## config.mk

```make
export PLATFORM = sky130hd
export DESIGN_NAME = oscillometric_bp_estimator_core
export DESIGN_NICKNAME = d
export VERILOG_FILES = /design/src/hw/rtl/obpe_pkg.sv /design/src/hw/rtl/oscillometric_bp_estimator_core.sv
export SDC_FILE = /design/constraint.sdc
export NUM_CORES = 1
export LEC_CHECK = 0
export BUFFER_PORTS_ARGS = -buffer_cell sky130_fd_sc_hd__buf_2
export CAP_MARGIN = 20
export CORE_MARGIN = 2
export CORE_UTILIZATION = 60
export CTS_CLUSTER_SIZE = 28
export DETAILED_ROUTE_END_ITERATION = 10
export HOLD_SLACK_MARGIN = 0.15
export PLACE_DENSITY_LB_ADDON = 0.2
export SLEW_MARGIN = 20
export SYNTH_ARGS = -nofsm -noshare
export SYNTH_HDL_FRONTEND = slang
export SYNTH_SLANG_ARGS = --single-unit
```

## constraint.sdc

```tcl
create_clock -name clk_i -period 11.2 [get_ports clk_i]
set_input_delay 2.24 -clock clk_i [delete_from_list [all_inputs] [get_ports clk_i]]
set_output_delay 2.24 -clock clk_i [all_outputs]
set_load 0.01 [all_outputs]
```

## src/hw/rtl/obpe_pkg.sv

```systemverilog
// Shared widths, constants and codes of the oscillometric pressure estimator.
`default_nettype none

package obpe_pkg;

  localparam int unsigned RawW   = 24;
  localparam int unsigned PresW  = 20;
  localparam int unsigned DiaW   = 21;
  localparam int unsigned LevelW = 19;
  localparam int unsigned WinW   = 12;
  localparam int unsigned RateW  = 16;
  localparam int unsigned OscW   = 10;
  localparam int unsigned HrW    = 12;
  localparam int unsigned AddrW  = 5;
  localparam int unsigned DataW  = 32;

  // Conversion: floor((raw - 419430) * 76800 / 3355443)
  //   = floor((raw - 419430) * 384000 / (2^24 - 1)).
  // A bias of 16384 * (2^24 - 1) keeps the dividend positive.
  localparam int unsigned ProdW   = 43;
  localparam int unsigned DivShft = 24;
  localparam int unsigned QuotW   = ProdW - DivShft;
  localparam logic [ProdW-1:0]        ConvScale = 43'd384000;
  localparam logic [ProdW-1:0]        ConvBias  = 43'd113816770560;
  localparam logic signed [PresW-1:0] QuotBias  = 20'sd16384;

  // Reset values of the configuration registers
  localparam logic [LevelW-1:0] StartLevelRst = 19'd40960;
  localparam logic [LevelW-1:0] BandHighRst   = 19'd30720;
  localparam logic [LevelW-1:0] BandLowRst    = 19'd15360;
  localparam logic [WinW-1:0]   WindowRst     = 12'd150;
  localparam logic [RateW-1:0]  FastRateRst   = 16'd154;
  localparam logic [RateW-1:0]  SlowRateRst   = 16'd51;

  // Reset values of the tracking state
  localparam logic signed [PresW-1:0] LastPresRst = 20'sd38400;
  localparam logic signed [PresW-1:0] LocalMaxRst = -20'sd2560;
  localparam logic signed [PresW-1:0] LocalMinRst = 20'sd256000;
  localparam logic [OscW-1:0]         OscMax      = 10'd1023;

  // Range of a converted pressure
  localparam logic signed [PresW-1:0] PresMin = -20'sd9600;
  localparam logic signed [PresW-1:0] PresMax = 20'sd374400;

  typedef enum logic [1:0] {
    RATE_FAST   = 2'd0,
    RATE_SLOW   = 2'd1,
    RATE_RISING = 2'd2,
    RATE_RIGHT  = 2'd3
  } rate_class_e;

  typedef enum logic [2:0] {
    REG_START_LEVEL = 3'd0,
    REG_BAND_HIGH   = 3'd1,
    REG_BAND_LOW    = 3'd2,
    REG_WINDOW      = 3'd3,
    REG_FAST_RATE   = 3'd4,
    REG_SLOW_RATE   = 3'd5
  } reg_idx_e;

endpackage

`default_nettype wire

```

## src/hw/rtl/oscillometric_bp_estimator_core.sv

```systemverilog
// Stages: input register, constant multiply, reciprocal fold, then the tracking update
// that is also the result register.
// Throughput: one item per cycle; the result register is the tracking state, so a
// stalled result holds the pipeline only once all three earlier stages are full.
// Reset: asynchronous, active low; clears all stage valids, restores the register
// defaults and the tracking state. No clearing pass.
`default_nettype none

module oscillometric_bp_estimator_core (
  input  wire logic                                clk_i,
  input  wire logic                                rst_ni,
  // configuration port
  input  wire logic                                psel,
  input  wire logic                                penable,
  input  wire logic                                pwrite,
  input  wire logic [obpe_pkg::AddrW-1:0]          paddr,
  input  wire logic [obpe_pkg::DataW-1:0]          pwdata,
  output logic      [obpe_pkg::DataW-1:0]          prdata,
  output logic                                     pready,
  // sample channel
  input  wire logic                                in_valid_i,
  output logic                                     in_ready_o,
  input  wire logic [obpe_pkg::RawW-1:0]           raw_counts_i,
  // result channel
  output logic                                     out_valid_o,
  input  wire logic                                out_ready_i,
  output logic signed [obpe_pkg::PresW-1:0]        pressure_now_o,
  output logic        [1:0]                        rate_class_o,
  output logic signed [obpe_pkg::PresW-1:0]        systolic_o,
  output logic signed [obpe_pkg::DiaW-1:0]         diastolic_o,
  output logic        [obpe_pkg::HrW-1:0]          heart_rate_bpm_o
);
  import obpe_pkg::*;

  // configuration registers
  logic [LevelW-1:0] start_level_q, band_high_q, band_low_q;
  logic [WinW-1:0]   window_q;
  logic [RateW-1:0]  fast_rate_q, slow_rate_q;
  reg_idx_e          reg_idx;
  logic              cfg_write;

  // pipeline
  logic                       v1_q, v2_q, v3_q, v4_q;
  logic                       rdy1, rdy2, rdy3, rdy4, upd;
  logic [RawW-1:0]            raw_q;
  logic [ProdW-1:0]           prod_d, prod_q, fold;
  logic [QuotW-1:0]           quot;
  logic signed [PresW-1:0]    pres_d, pres_q;

  // tracking state
  logic signed [PresW-1:0]    last_pres_q, first_peak_q, first_peak_d;
  logic signed [PresW-1:0]    local_max_q, local_max_d, local_min_q, local_min_d;
  logic signed [PresW-1:0]    best_peak_q, best_peak_d;
  logic signed [DiaW-1:0]     best_swing_q, best_swing_d;
  logic                       slope_pos_q, slope_neg_q;
  logic                       armed_q, armed_d, at_peak_q, at_peak_d;
  logic                       first_found_q, first_found_d;
  logic [WinW-1:0]            tick_q, tick_d;
  logic [OscW-1:0]            osc_q, osc_d, osc_inc, beat_q, beat_d;
  rate_class_e                cls_q, cls_d;

  // update terms
  logic signed [DiaW-1:0]     cur_x, prev_x, drop, slope, swing;
  logic signed [DiaW-1:0]     start_x, high_x, low_x, fast_x, slow_x;
  logic                       in_band, detect, tick_hit;

  // ---------------- configuration port ----------------
  assign pready    = 1'b1;
  assign reg_idx   = reg_idx_e'(paddr[AddrW-1:2]);
  assign cfg_write = psel && penable && pwrite && pready;

  always_comb begin
    prdata = '0;
    case (reg_idx)
      REG_START_LEVEL: prdata = DataW'(start_level_q);
      REG_BAND_HIGH:   prdata = DataW'(band_high_q);
      REG_BAND_LOW:    prdata = DataW'(band_low_q);
      REG_WINDOW:      prdata = DataW'(window_q);
      REG_FAST_RATE:   prdata = DataW'(fast_rate_q);
      REG_SLOW_RATE:   prdata = DataW'(slow_rate_q);
      default:         prdata = '0;
    endcase
  end

  always_ff @(posedge clk_i or negedge rst_ni) begin
    if (!rst_ni) begin
      start_level_q <= StartLevelRst;
      band_high_q   <= BandHighRst;
      band_low_q    <= BandLowRst;
      window_q      <= WindowRst;
      fast_rate_q   <= FastRateRst;
      slow_rate_q   <= SlowRateRst;
    end else if (cfg_write) begin
      case (reg_idx)
        REG_START_LEVEL: start_level_q <= pwdata[LevelW-1:0];
        REG_BAND_HIGH:   band_high_q   <= pwdata[LevelW-1:0];
        REG_BAND_LOW:    band_low_q    <= pwdata[LevelW-1:0];
        REG_WINDOW:      window_q      <= pwdata[WinW-1:0];
        REG_FAST_RATE:   fast_rate_q   <= pwdata[RateW-1:0];
        REG_SLOW_RATE:   slow_rate_q   <= pwdata[RateW-1:0];
        default: ;
      endcase
    end
  end

  // ---------------- pipeline flow ----------------
  assign rdy4       = !v4_q || out_ready_i;
  assign rdy3       = !v3_q || rdy4;
  assign rdy2       = !v2_q || rdy3;
  assign rdy1       = !v1_q || rdy2;
  assign in_ready_o = rdy1;
  assign upd        = rdy4 && v3_q;

  always_ff @(posedge clk_i or negedge rst_ni) begin
    if (!rst_ni) begin
      v1_q <= 1'b0;
      v2_q <= 1'b0;
      v3_q <= 1'b0;
      v4_q <= 1'b0;
    end else begin
      if (rdy1) v1_q <= in_valid_i;
      if (rdy2) v2_q <= v1_q;
      if (rdy3) v3_q <= v2_q;
      if (rdy4) v4_q <= v3_q;
    end
  end

  // Division by 2^24-1: q = (x + (x >> 24) + 1) >> 24, exact while q <= 2^24.
  assign prod_d = raw_q * ConvScale[18:0] + ConvBias;
  assign fold   = prod_q + ProdW'(prod_q[ProdW-1:DivShft]) + ProdW'(1);
  assign quot   = fold[ProdW-1:DivShft];
  assign pres_d = $signed({1'b0, quot}) - QuotBias;

  always_ff @(posedge clk_i) begin
    if (rdy1 && in_valid_i) raw_q  <= raw_counts_i;
    if (rdy2 && v1_q)       prod_q <= prod_d;
    if (rdy3 && v2_q)       pres_q <= pres_d;
  end

  // ---------------- tracking update ----------------
  assign cur_x   = DiaW'(pres_q);
  assign prev_x  = DiaW'(last_pres_q);
  assign start_x = $signed(DiaW'(start_level_q));
  assign high_x  = $signed(DiaW'(band_high_q));
  assign low_x   = $signed(DiaW'(band_low_q));
  assign fast_x  = $signed(DiaW'(fast_rate_q));
  assign slow_x  = $signed(DiaW'(slow_rate_q));
  assign drop    = prev_x - cur_x;
  assign slope   = cur_x - prev_x;
  assign in_band = (cur_x < high_x) && (cur_x > low_x);

  always_comb begin
    if (drop > fast_x) begin
      cls_d = RATE_FAST;
    end else if (drop < slow_x && drop > 0) begin
      cls_d = RATE_SLOW;
    end else if (drop < 0) begin
      cls_d = RATE_RISING;
    end else begin
      cls_d = RATE_RIGHT;
    end
  end

  always_comb begin
    armed_d       = armed_q || (cur_x > start_x);
    detect        = armed_d && (cur_x < start_x);
    at_peak_d     = at_peak_q;
    local_min_d   = local_min_q;
    local_max_d   = local_max_q;
    first_found_d = first_found_q;
    first_peak_d  = first_peak_q;
    osc_inc       = osc_q;
    if (detect) begin
      if (slope > 0 && slope_neg_q) begin
        at_peak_d   = 1'b0;
        local_min_d = last_pres_q;
      end else if (slope < 0 && slope_pos_q) begin
        at_peak_d = 1'b1;
        if (in_band && osc_q != OscMax) osc_inc = osc_q + OscW'(1);
        if (!first_found_q) begin
          first_peak_d  = last_pres_q;
          first_found_d = 1'b1;
        end
        local_max_d = last_pres_q;
      end
    end
    swing        = DiaW'(local_max_d) - DiaW'(local_min_d);
    best_swing_d = best_swing_q;
    best_peak_d  = best_peak_q;
    if (detect && at_peak_d && swing > best_swing_q) begin
      best_swing_d = swing;
      best_peak_d  = local_max_d;
    end
    // window end: latch the beat count only while in band
    tick_hit = (tick_q == window_q);
    osc_d    = osc_inc;
    beat_d   = beat_q;
    if (tick_hit && in_band) begin
      beat_d = osc_inc;
      osc_d  = '0;
    end
    tick_d = (tick_hit ? '0 : tick_q) + WinW'(1);
  end

  always_ff @(posedge clk_i or negedge rst_ni) begin
    if (!rst_ni) begin
      last_pres_q   <= LastPresRst;
      slope_pos_q   <= 1'b0;
      slope_neg_q   <= 1'b0;
      armed_q       <= 1'b0;
      at_peak_q     <= 1'b0;
      first_found_q <= 1'b0;
      first_peak_q  <= '0;
      local_max_q   <= LocalMaxRst;
      local_min_q   <= LocalMinRst;
      best_swing_q  <= '0;
      best_peak_q   <= '0;
      tick_q        <= '0;
      osc_q         <= '0;
      beat_q        <= '0;
      cls_q         <= RATE_RIGHT;
    end else if (upd) begin
      last_pres_q   <= pres_q;
      slope_pos_q   <= slope > 0;
      slope_neg_q   <= slope[DiaW-1];
      armed_q       <= armed_d;
      at_peak_q     <= at_peak_d;
      first_found_q <= first_found_d;
      first_peak_q  <= first_peak_d;
      local_max_q   <= local_max_d;
      local_min_q   <= local_min_d;
      best_swing_q  <= best_swing_d;
      best_peak_q   <= best_peak_d;
      tick_q        <= tick_d;
      osc_q         <= osc_d;
      beat_q        <= beat_d;
      cls_q         <= cls_d;
    end
  end

  // The tracking state only advances when the result slot frees, so it is the result.
  assign out_valid_o      = v4_q;
  assign pressure_now_o   = last_pres_q;
  assign rate_class_o     = cls_q;
  assign systolic_o       = first_peak_q;
  assign diastolic_o      = {best_peak_q, 1'b0} - DiaW'(first_peak_q);
  assign heart_rate_bpm_o = {beat_q, 2'b00};

endmodule

`default_nettype wire

```

==> impl_metrics.yaml, run 1 <==
global_route:
  grt_pass1_wl_um: 109000
  gr-total-overflow: 0
  grt_use_total_pct: 29.0
  grt_pass1_vias: 20800
  grt_max_degree: 150
  antenna_found_initial: 0
place:
  io_buffer_count: 146
  dp_hpwl_um: 52700
  placed_cells: 3528
  place.gp.congestion: 0.938
critical_path:
  worstReg2RegEnd: "best_swing_q[4]$_DFFE_PN0P_"
  cp_slowest_cell: "or4b_1"
  crit_required_ns: 11.65
  startpoint: "pres_q[0]$_DFFE_PP_"
  rr_worst_depth: 38
  end_kind: "flop"
  critPathKind: "flop to flop"
  reg2reg_setup_slack_ns: 1.50
  reg2reg_from: "pres_q[0]$_DFFE_PP_"
  cpMostUsedCell: "o21ai_0"
  timing.critical_path.arrival_ns: 10.15
  crit_fanout: 24
  critPathLaunchType: "flop"
  slowest_delay_ns: 0.55
clocking:
  clock_path_buffers: 3
  cts_tree: "done"
  postCtsSetupBuffers: 0
  root_buffer: "clkbuf_16"
  clk_pin_slew_ns: 0.06
  insertion_delay_ns: 0.57
  cts_resized: 0
  cts_buffers: 40
  h-tree-depth: 2
  cts_hold_buf: 0
  cts.sinks: 342
routing:
  num_vias: 21100
  via_per_inst: 5.85
  ant_nets: 0
  post_drt_wl_per_cell_um: 19.0
  first_pass_iters: 6
  drtIter0Drc: 1834
  drcViolationCount: 0
  wirelength_um: 68300
floorplanning:
  core-area_um2: 45300
  die_h_um: 218
  start_util_pct: 60.7
  dieWidth_um: 218
  rows: 78
  dieArea_um2: 47600
  pin_count: 178
cells_and_area:
  finalNetCount: 3443
  fillers: 3606
  finalNonFillerCells: 3602
  area_growth_pct: 9.25
  drive_above_1_share_pct: 14.7
  postLayoutCoreUtil_pct: 66.4
  antenna_cells: 0
timing:
  hold_viol_final: 0
  worst-slew-pin-transition_ns: 1.15
  drv_slew: 0
  setup_viol: 0
  relSlewSlack_pct: 23.1
  tns_ns: 0
  skew_ns: 0.0238
  rsz0062_at_grt: "no"
  finalCritPeriodShare_pct: 86.6
  timing.fmax_mhz: 103
  finalCriticalPeriod_ns: 9.70
yosys:
  yosys.area.top_type_share_pct: 20.1
  yosysTopAreaCell: "dfrtp_1"
  seq_area_frac_synth_pct: 32.7
  yosys-top-cells-count: "inv_1, ha_1, dfrtp_1"
  syn_area_um2: 27500
  ys_types: 85
  synth_warnings: 0
  netlist_instances: 2860
  synth_edf_count: 77
  yosysMostFrequentCell: "inv_1"
  synthArstFlopShare_pct: 77.5
  synth_seq_cells: 342
  yosys-top-cells-area: "dfrtp_1, ha_1, edfxtp_1"
  synth_flop_cell: "dfrtp_1"
  avgSynthCellArea_um2: 9.62
worst_hold_path:
  hp-start: "beat_q[6]$_DFFE_PN0P_"
  min-delay-path-class: "flop to flop"
  min_to: "beat_q[6]$_DFFE_PN0P_"
  hold_path_depth: 2
run_status:
  status: "completed"
flow_run:
  maxCapViolCount: 0
-- per-layer routing --
layer | GRT usage [%] | vias up | routed length (µm)
li1 | - | 10100 | -
met1 | 38.5 | 10300 | 29800
met2 | 49.4 | 566 | 33200
met3 | 4.47 | 115 | 3640
met4 | 8.07 | 0 | 1730
met5 | 0 | - | 0
-- state kept, by name, summed over array words and instances (netlist names), 20 cells and up --
signal and count:
best_peak_q 20, systolic_o 20, prod_q 33, local_min_q 20, local_max_q 20, raw_q 24, best_swing_q 21, pressure_now_o 20
pres_q 20
-- metrics by stage --
| stage | instance area [µm²] | worst slack (ns) | hold WS, ns |
|---|---|---|---|
| 6_report | 30100 | 1.50 | 0.473 |
| 5_1_grt | 30100 | 0.708 | 0.506 |
| 4_1_cts | 30000 | 1.60 | 0.482 |
| 3_5_place_dp | 28700 | 1.67 | 0.469 |
| 3_3_place_gp | 28700 | 1.78 | 0.458 |
| 2_1_floorplan | 27600 | 3.52 | 0.440 |
-- area by class of cell --
cell class              count  area (µm²)  share of cell area, %
clock buffers              59        1130                   3.77
clock inverters            15         191                  0.637
inverters                 362        1360                   4.52
multi-input cells        2054       16700                   55.5
flip-flops and latches    342        9000                   29.9
well taps                 600         751                   2.50
repair buffers            170         933                   3.11
-- worst max-delay path: cells and delay by family, from the launching register on --
family	cells	cell delay (ns)
simple gates	13	3.20
compound gates	15	3.19
fa+ha+maj	5	1.37
buf+inv	3	0.74
flops	1	0.52
mux	1	0.34
xor+xnor	1	0.22
-- worst max-delay path by stage --
| stage | endpoint | slack (ns) | cells past startpoint |
|---|---|---|---|
| 6_report | best_swing_q[4]$_DFFE_PN0P_ | 1.50 | 38 |
| 5_1_grt | best_swing_q[4]$_DFFE_PN0P_ | 0.71 | 38 |
| 3_3_place_gp | best_peak_q[6]$_DFFE_PN0P_ | 1.78 | 37 |
| 3_5_place_dp | best_swing_q[11]$_DFFE_PN0P_ | 1.67 | 38 |
| 4_1_cts | best_swing_q[11]$_DFFE_PN0P_ | 1.60 | 38 |
| 2_1_floorplan | best_peak_q[10]$_DFFE_PN0P_ | 3.52 | 40 |
-- cells in the final DEF, fill, tap and decap left out, types with 18 or more instances in the layout --
cell       synthesis  final
ha_1             293    293
o21ai_0          211    211
nand2b_1          28     28
and3_1            18     18
nand3_1           54     54
edfxtp_1          77     77
buf_2              8    145
nand2_1          209    209
dfstp_2           44     44
a21oi_1          150    150
xnor2_1           99     99
mux2_4            37     37
mux2_2            97     97
a211oi_1          21     21
buf_4             17     23
nor2b_1           39     38
mux2i_1           29     29
a31oi_1           29     29
inv_1            362    362
o21a_1            25     25
dfrtp_1          221    221
clkbuf_16          0     41
nor3_1            41     39
and2_1            21     19
nand4_1           47     47
nor2_1           136    134
xor2_1            41     41
fa_1             112    112
a21o_1            78     78
-- cells by family (layout without fill, tap and decap cells) --
group / Yosys count / after routing / synth area share, %
compound gates: 655 / 655 / 14.9
xor+xnor: 140 / 140 / 4.46
fa+ha+maj: 405 / 405 / 21.5
buf+inv: 478 / 606 / 6.93
flops: 342 / 342 / 32.7
mux: 168 / 168 / 7.46
other cells: 2 / 16 / 0.0273
simple gates: 670 / 670 / 12.0
Power of run 1 is not shown: default switching activity piles up to over one toggle a cycle in this logic, so the estimate is an artifact.
==> run 2, diff against run 1 <==
ABC_AREA = 1   (was default)
==> run 2 against run 1 <==
Compared with the run above:
- worst hold slack lost 0.0055 ns
- flip-flop and latch count unchanged
- design area increased by 2.7%
- sequential share of layout area down 0.79 points
- cell count grew 23%
- routed wire length increased by 9.2%
- area after synthesis up 2.8%
- register-to-register slack improved by 1.7 ns
- clock-buffer cell count down 4
- via count is 17% higher
- worst setup slack improved by 1.7 ns
- clock skew rose by 0.0061 ns
- highest routed layer unchanged
==> impl_metrics.yaml, run 2 <==
run_status:
  status: "completed"
clocking:
  cts.sinks: 342
  postCtsSetupBuffers: 0
  cts_hold_buf: 0
  cts_tree: "done"
  clock_path_buffers: 3
  clk_pin_slew_ns: 0.06
  root_buffer: "clkbuf_16"
  insertion_delay_ns: 0.58
  cts_resized: 0
  cts_buffers: 40
  h-tree-depth: 2
timing:
  timing.fmax_mhz: 125
  setup_viol: 0
  finalCritPeriodShare_pct: 71.6
  skew_ns: 0.0300
  hold_viol_final: 0
  worst-slew-pin-transition_ns: 1.04
  tns_ns: 0
  relSlewSlack_pct: 30.6
  finalCriticalPeriod_ns: 8.02
  drv_slew: 0
  rsz0062_at_grt: "no"
cells_and_area:
  final_common_cell: "nand2_1"
  top_regs: "prod_q x33, raw_q x24, best_swing_q x21"
  regMostFlops: "prod_q"
  finalNetCount: 4258
  antenna_cells: 0
  largest_register_ffs: 33
  layout_common_cells: "nand2_1, inv_1, ha_1, o21ai_0, dfrtp_1"
  drive_above_1_share_pct: 8.10
  area_growth_pct: 9.16
critical_path:
  critPathTopFamily: "simple AND/OR/NAND/NOR gates"
  critical_path_buf_inv_count: 4
  critPathKind: "flop to flop"
  cpMostUsedCell: "nand2_1"
  crit_required_ns: 11.66
  timing.critical_path.arrival_ns: 8.49
  end_kind: "flop"
  slowest_delay_ns: 0.65
  crit_fanout: 41
  critPathLaunchType: "flop"
  cp_slowest_cell: "nand3_2"
  reg2reg_setup_slack_ns: 3.18
routing:
  ant_nets: 0
  wirelength_um: 74600
  routed.top_layer: "met4"
  via_per_inst: 5.57
  met1_length_um: 33000
  drtIter0Drc: 2161
  wl_met3_um: 4400
  post_drt_wl_per_cell_um: 16.9
  drcViolationCount: 0
  first_pass_iters: 6
  num_vias: 24600
  wl_met2_um: 34300
yosys:
  avgSynthCellArea_um2: 7.71
  yosys-top-cells-count: "nand2_1, inv_1, ha_1"
  seq_area_frac_synth_pct: 31.8
  synth_edf_count: 77
  yosys-top-cells-area: "dfrtp_1, ha_1, nand2_1"
  yosysTopAreaCell: "dfrtp_1"
  synth_seq_cells: 342
  ys_types: 55
  synth_warnings: 0
  yosys.area.top_type_share_pct: 19.6
  syn_area_um2: 28300
  netlist_instances: 3668
  synthArstFlopShare_pct: 77.5
  synth_flop_cell: "dfrtp_1"
  yosysMostFrequentCell: "nand2_1"
floorplanning:
  rows: 79
  dieWidth_um: 221
  die_h_um: 221
  start_util_pct: 60.7
  dieArea_um2: 48900
  pin_count: 178
  core-area_um2: 46600
place:
  io_buffer_count: 146
  place.gp.congestion: 0.956
  dp_hpwl_um: 58200
global_route:
  antenna_found_initial: 0
  gr-total-overflow: 0
  grt_pass1_wl_um: 121000
  grt_use_total_pct: 30.6
  grt_max_degree: 157
  grt_pass1_vias: 23700
worst_hold_path:
  min-delay-path-class: "flop to flop"
flow_run:
  maxCapViolCount: 0
## run 2: cell count changes in the layout (fill, tap and decap cells not counted), sizes merged, moves of 67 or more
cell / change
a21o: -77
inv: +243
nand3: +101
nand2: +757
nand4: +67
o21ai: +72
mux2: -134
## run 2: layout make-up
class / count / area [µm²]
Multi-Input combinational cell: 2625 / 16600
Fill cell: 4081 / 15700
Sequential cell: 342 / 9000
Inverter: 613 / 2300
Clock buffer: 55 / 1120
Timing Repair Buffer: 163 / 901
Tap cell: 607 / 759
Clock inverter: 19 / 230
## run 2: cells by family after synthesis
family                     count (synthesis)  share of synthesized area [%]
and+or+nand+nor                         1506                           22.6
adders and majority gates                405                           20.9
buffers and inverters                    715                           9.90
xor gates and xnor gates                 120                           3.74
DFF                                      342                           31.8
AOI/OAI and AO/OA                        578                           11.0
other                                      2                         0.0266
## run 2: stage by stage
stage / util (%) / area [µm²] / cells / hold WS [ns] / setup WS, ns
finish: 66.3 / 30900 / 4424 / 0.468 / 3.18
global route: 66.3 / 30900 / 4424 / 0.483 / 2.61
CTS: 66.2 / 30800 / 4423 / 0.469 / 3.32
detailed placement: 63.3 / 29500 / 4349 / 0.457 / 3.39
global placement: 63.3 / 29500 / 4349 / 0.432 / 3.44
floorplan: - / 28300 / 3682 / 0.423 / 5.57
## run 2: path summary, 6_finish.rpt
kind | cells after the start | start | endpoint
setup / recovery | 40 | pres_q[0]$_DFFE_PP_ | best_peak_q[10]$_DFFE_PN0P_
hold / removal | 2 | local_min_q[13]$_DFFE_PN1P_ | local_min_q[13]$_DFFE_PN1P_
setup reg to reg | 40 | pres_q[0]$_DFFE_PP_ | best_peak_q[10]$_DFFE_PN0P_
hold reg to reg | 2 | local_min_q[13]$_DFFE_PN1P_ | local_min_q[13]$_DFFE_PN1P_
max in group asynchronous | 2 | rst_ni | best_swing_q[4]$_DFFE_PN0P_
min in group asynchronous | 1 | rst_ni | tick_q[9]$_DFFE_PN0P_
## run 2: metal layers
layer  up-vias  global-route usage [%]
met5         -                       0
met4         0                    11.4
met3       155                    4.06
met2       722                    50.0
met1     11600                    41.7
li1      12100                       -
## run 2: worst reg2reg max path: cells and delay by family (launching register included)
kind	cells	cell delay, ns
buffers and inverters	4	0.94
DFF	1	0.50
and+or+nand+nor	25	3.80
AOI/OAI and AO/OA	4	0.60
adders and majority gates	5	1.59
xor gates and xnor gates	2	0.48
Power of run 2 is left out for the same reason.
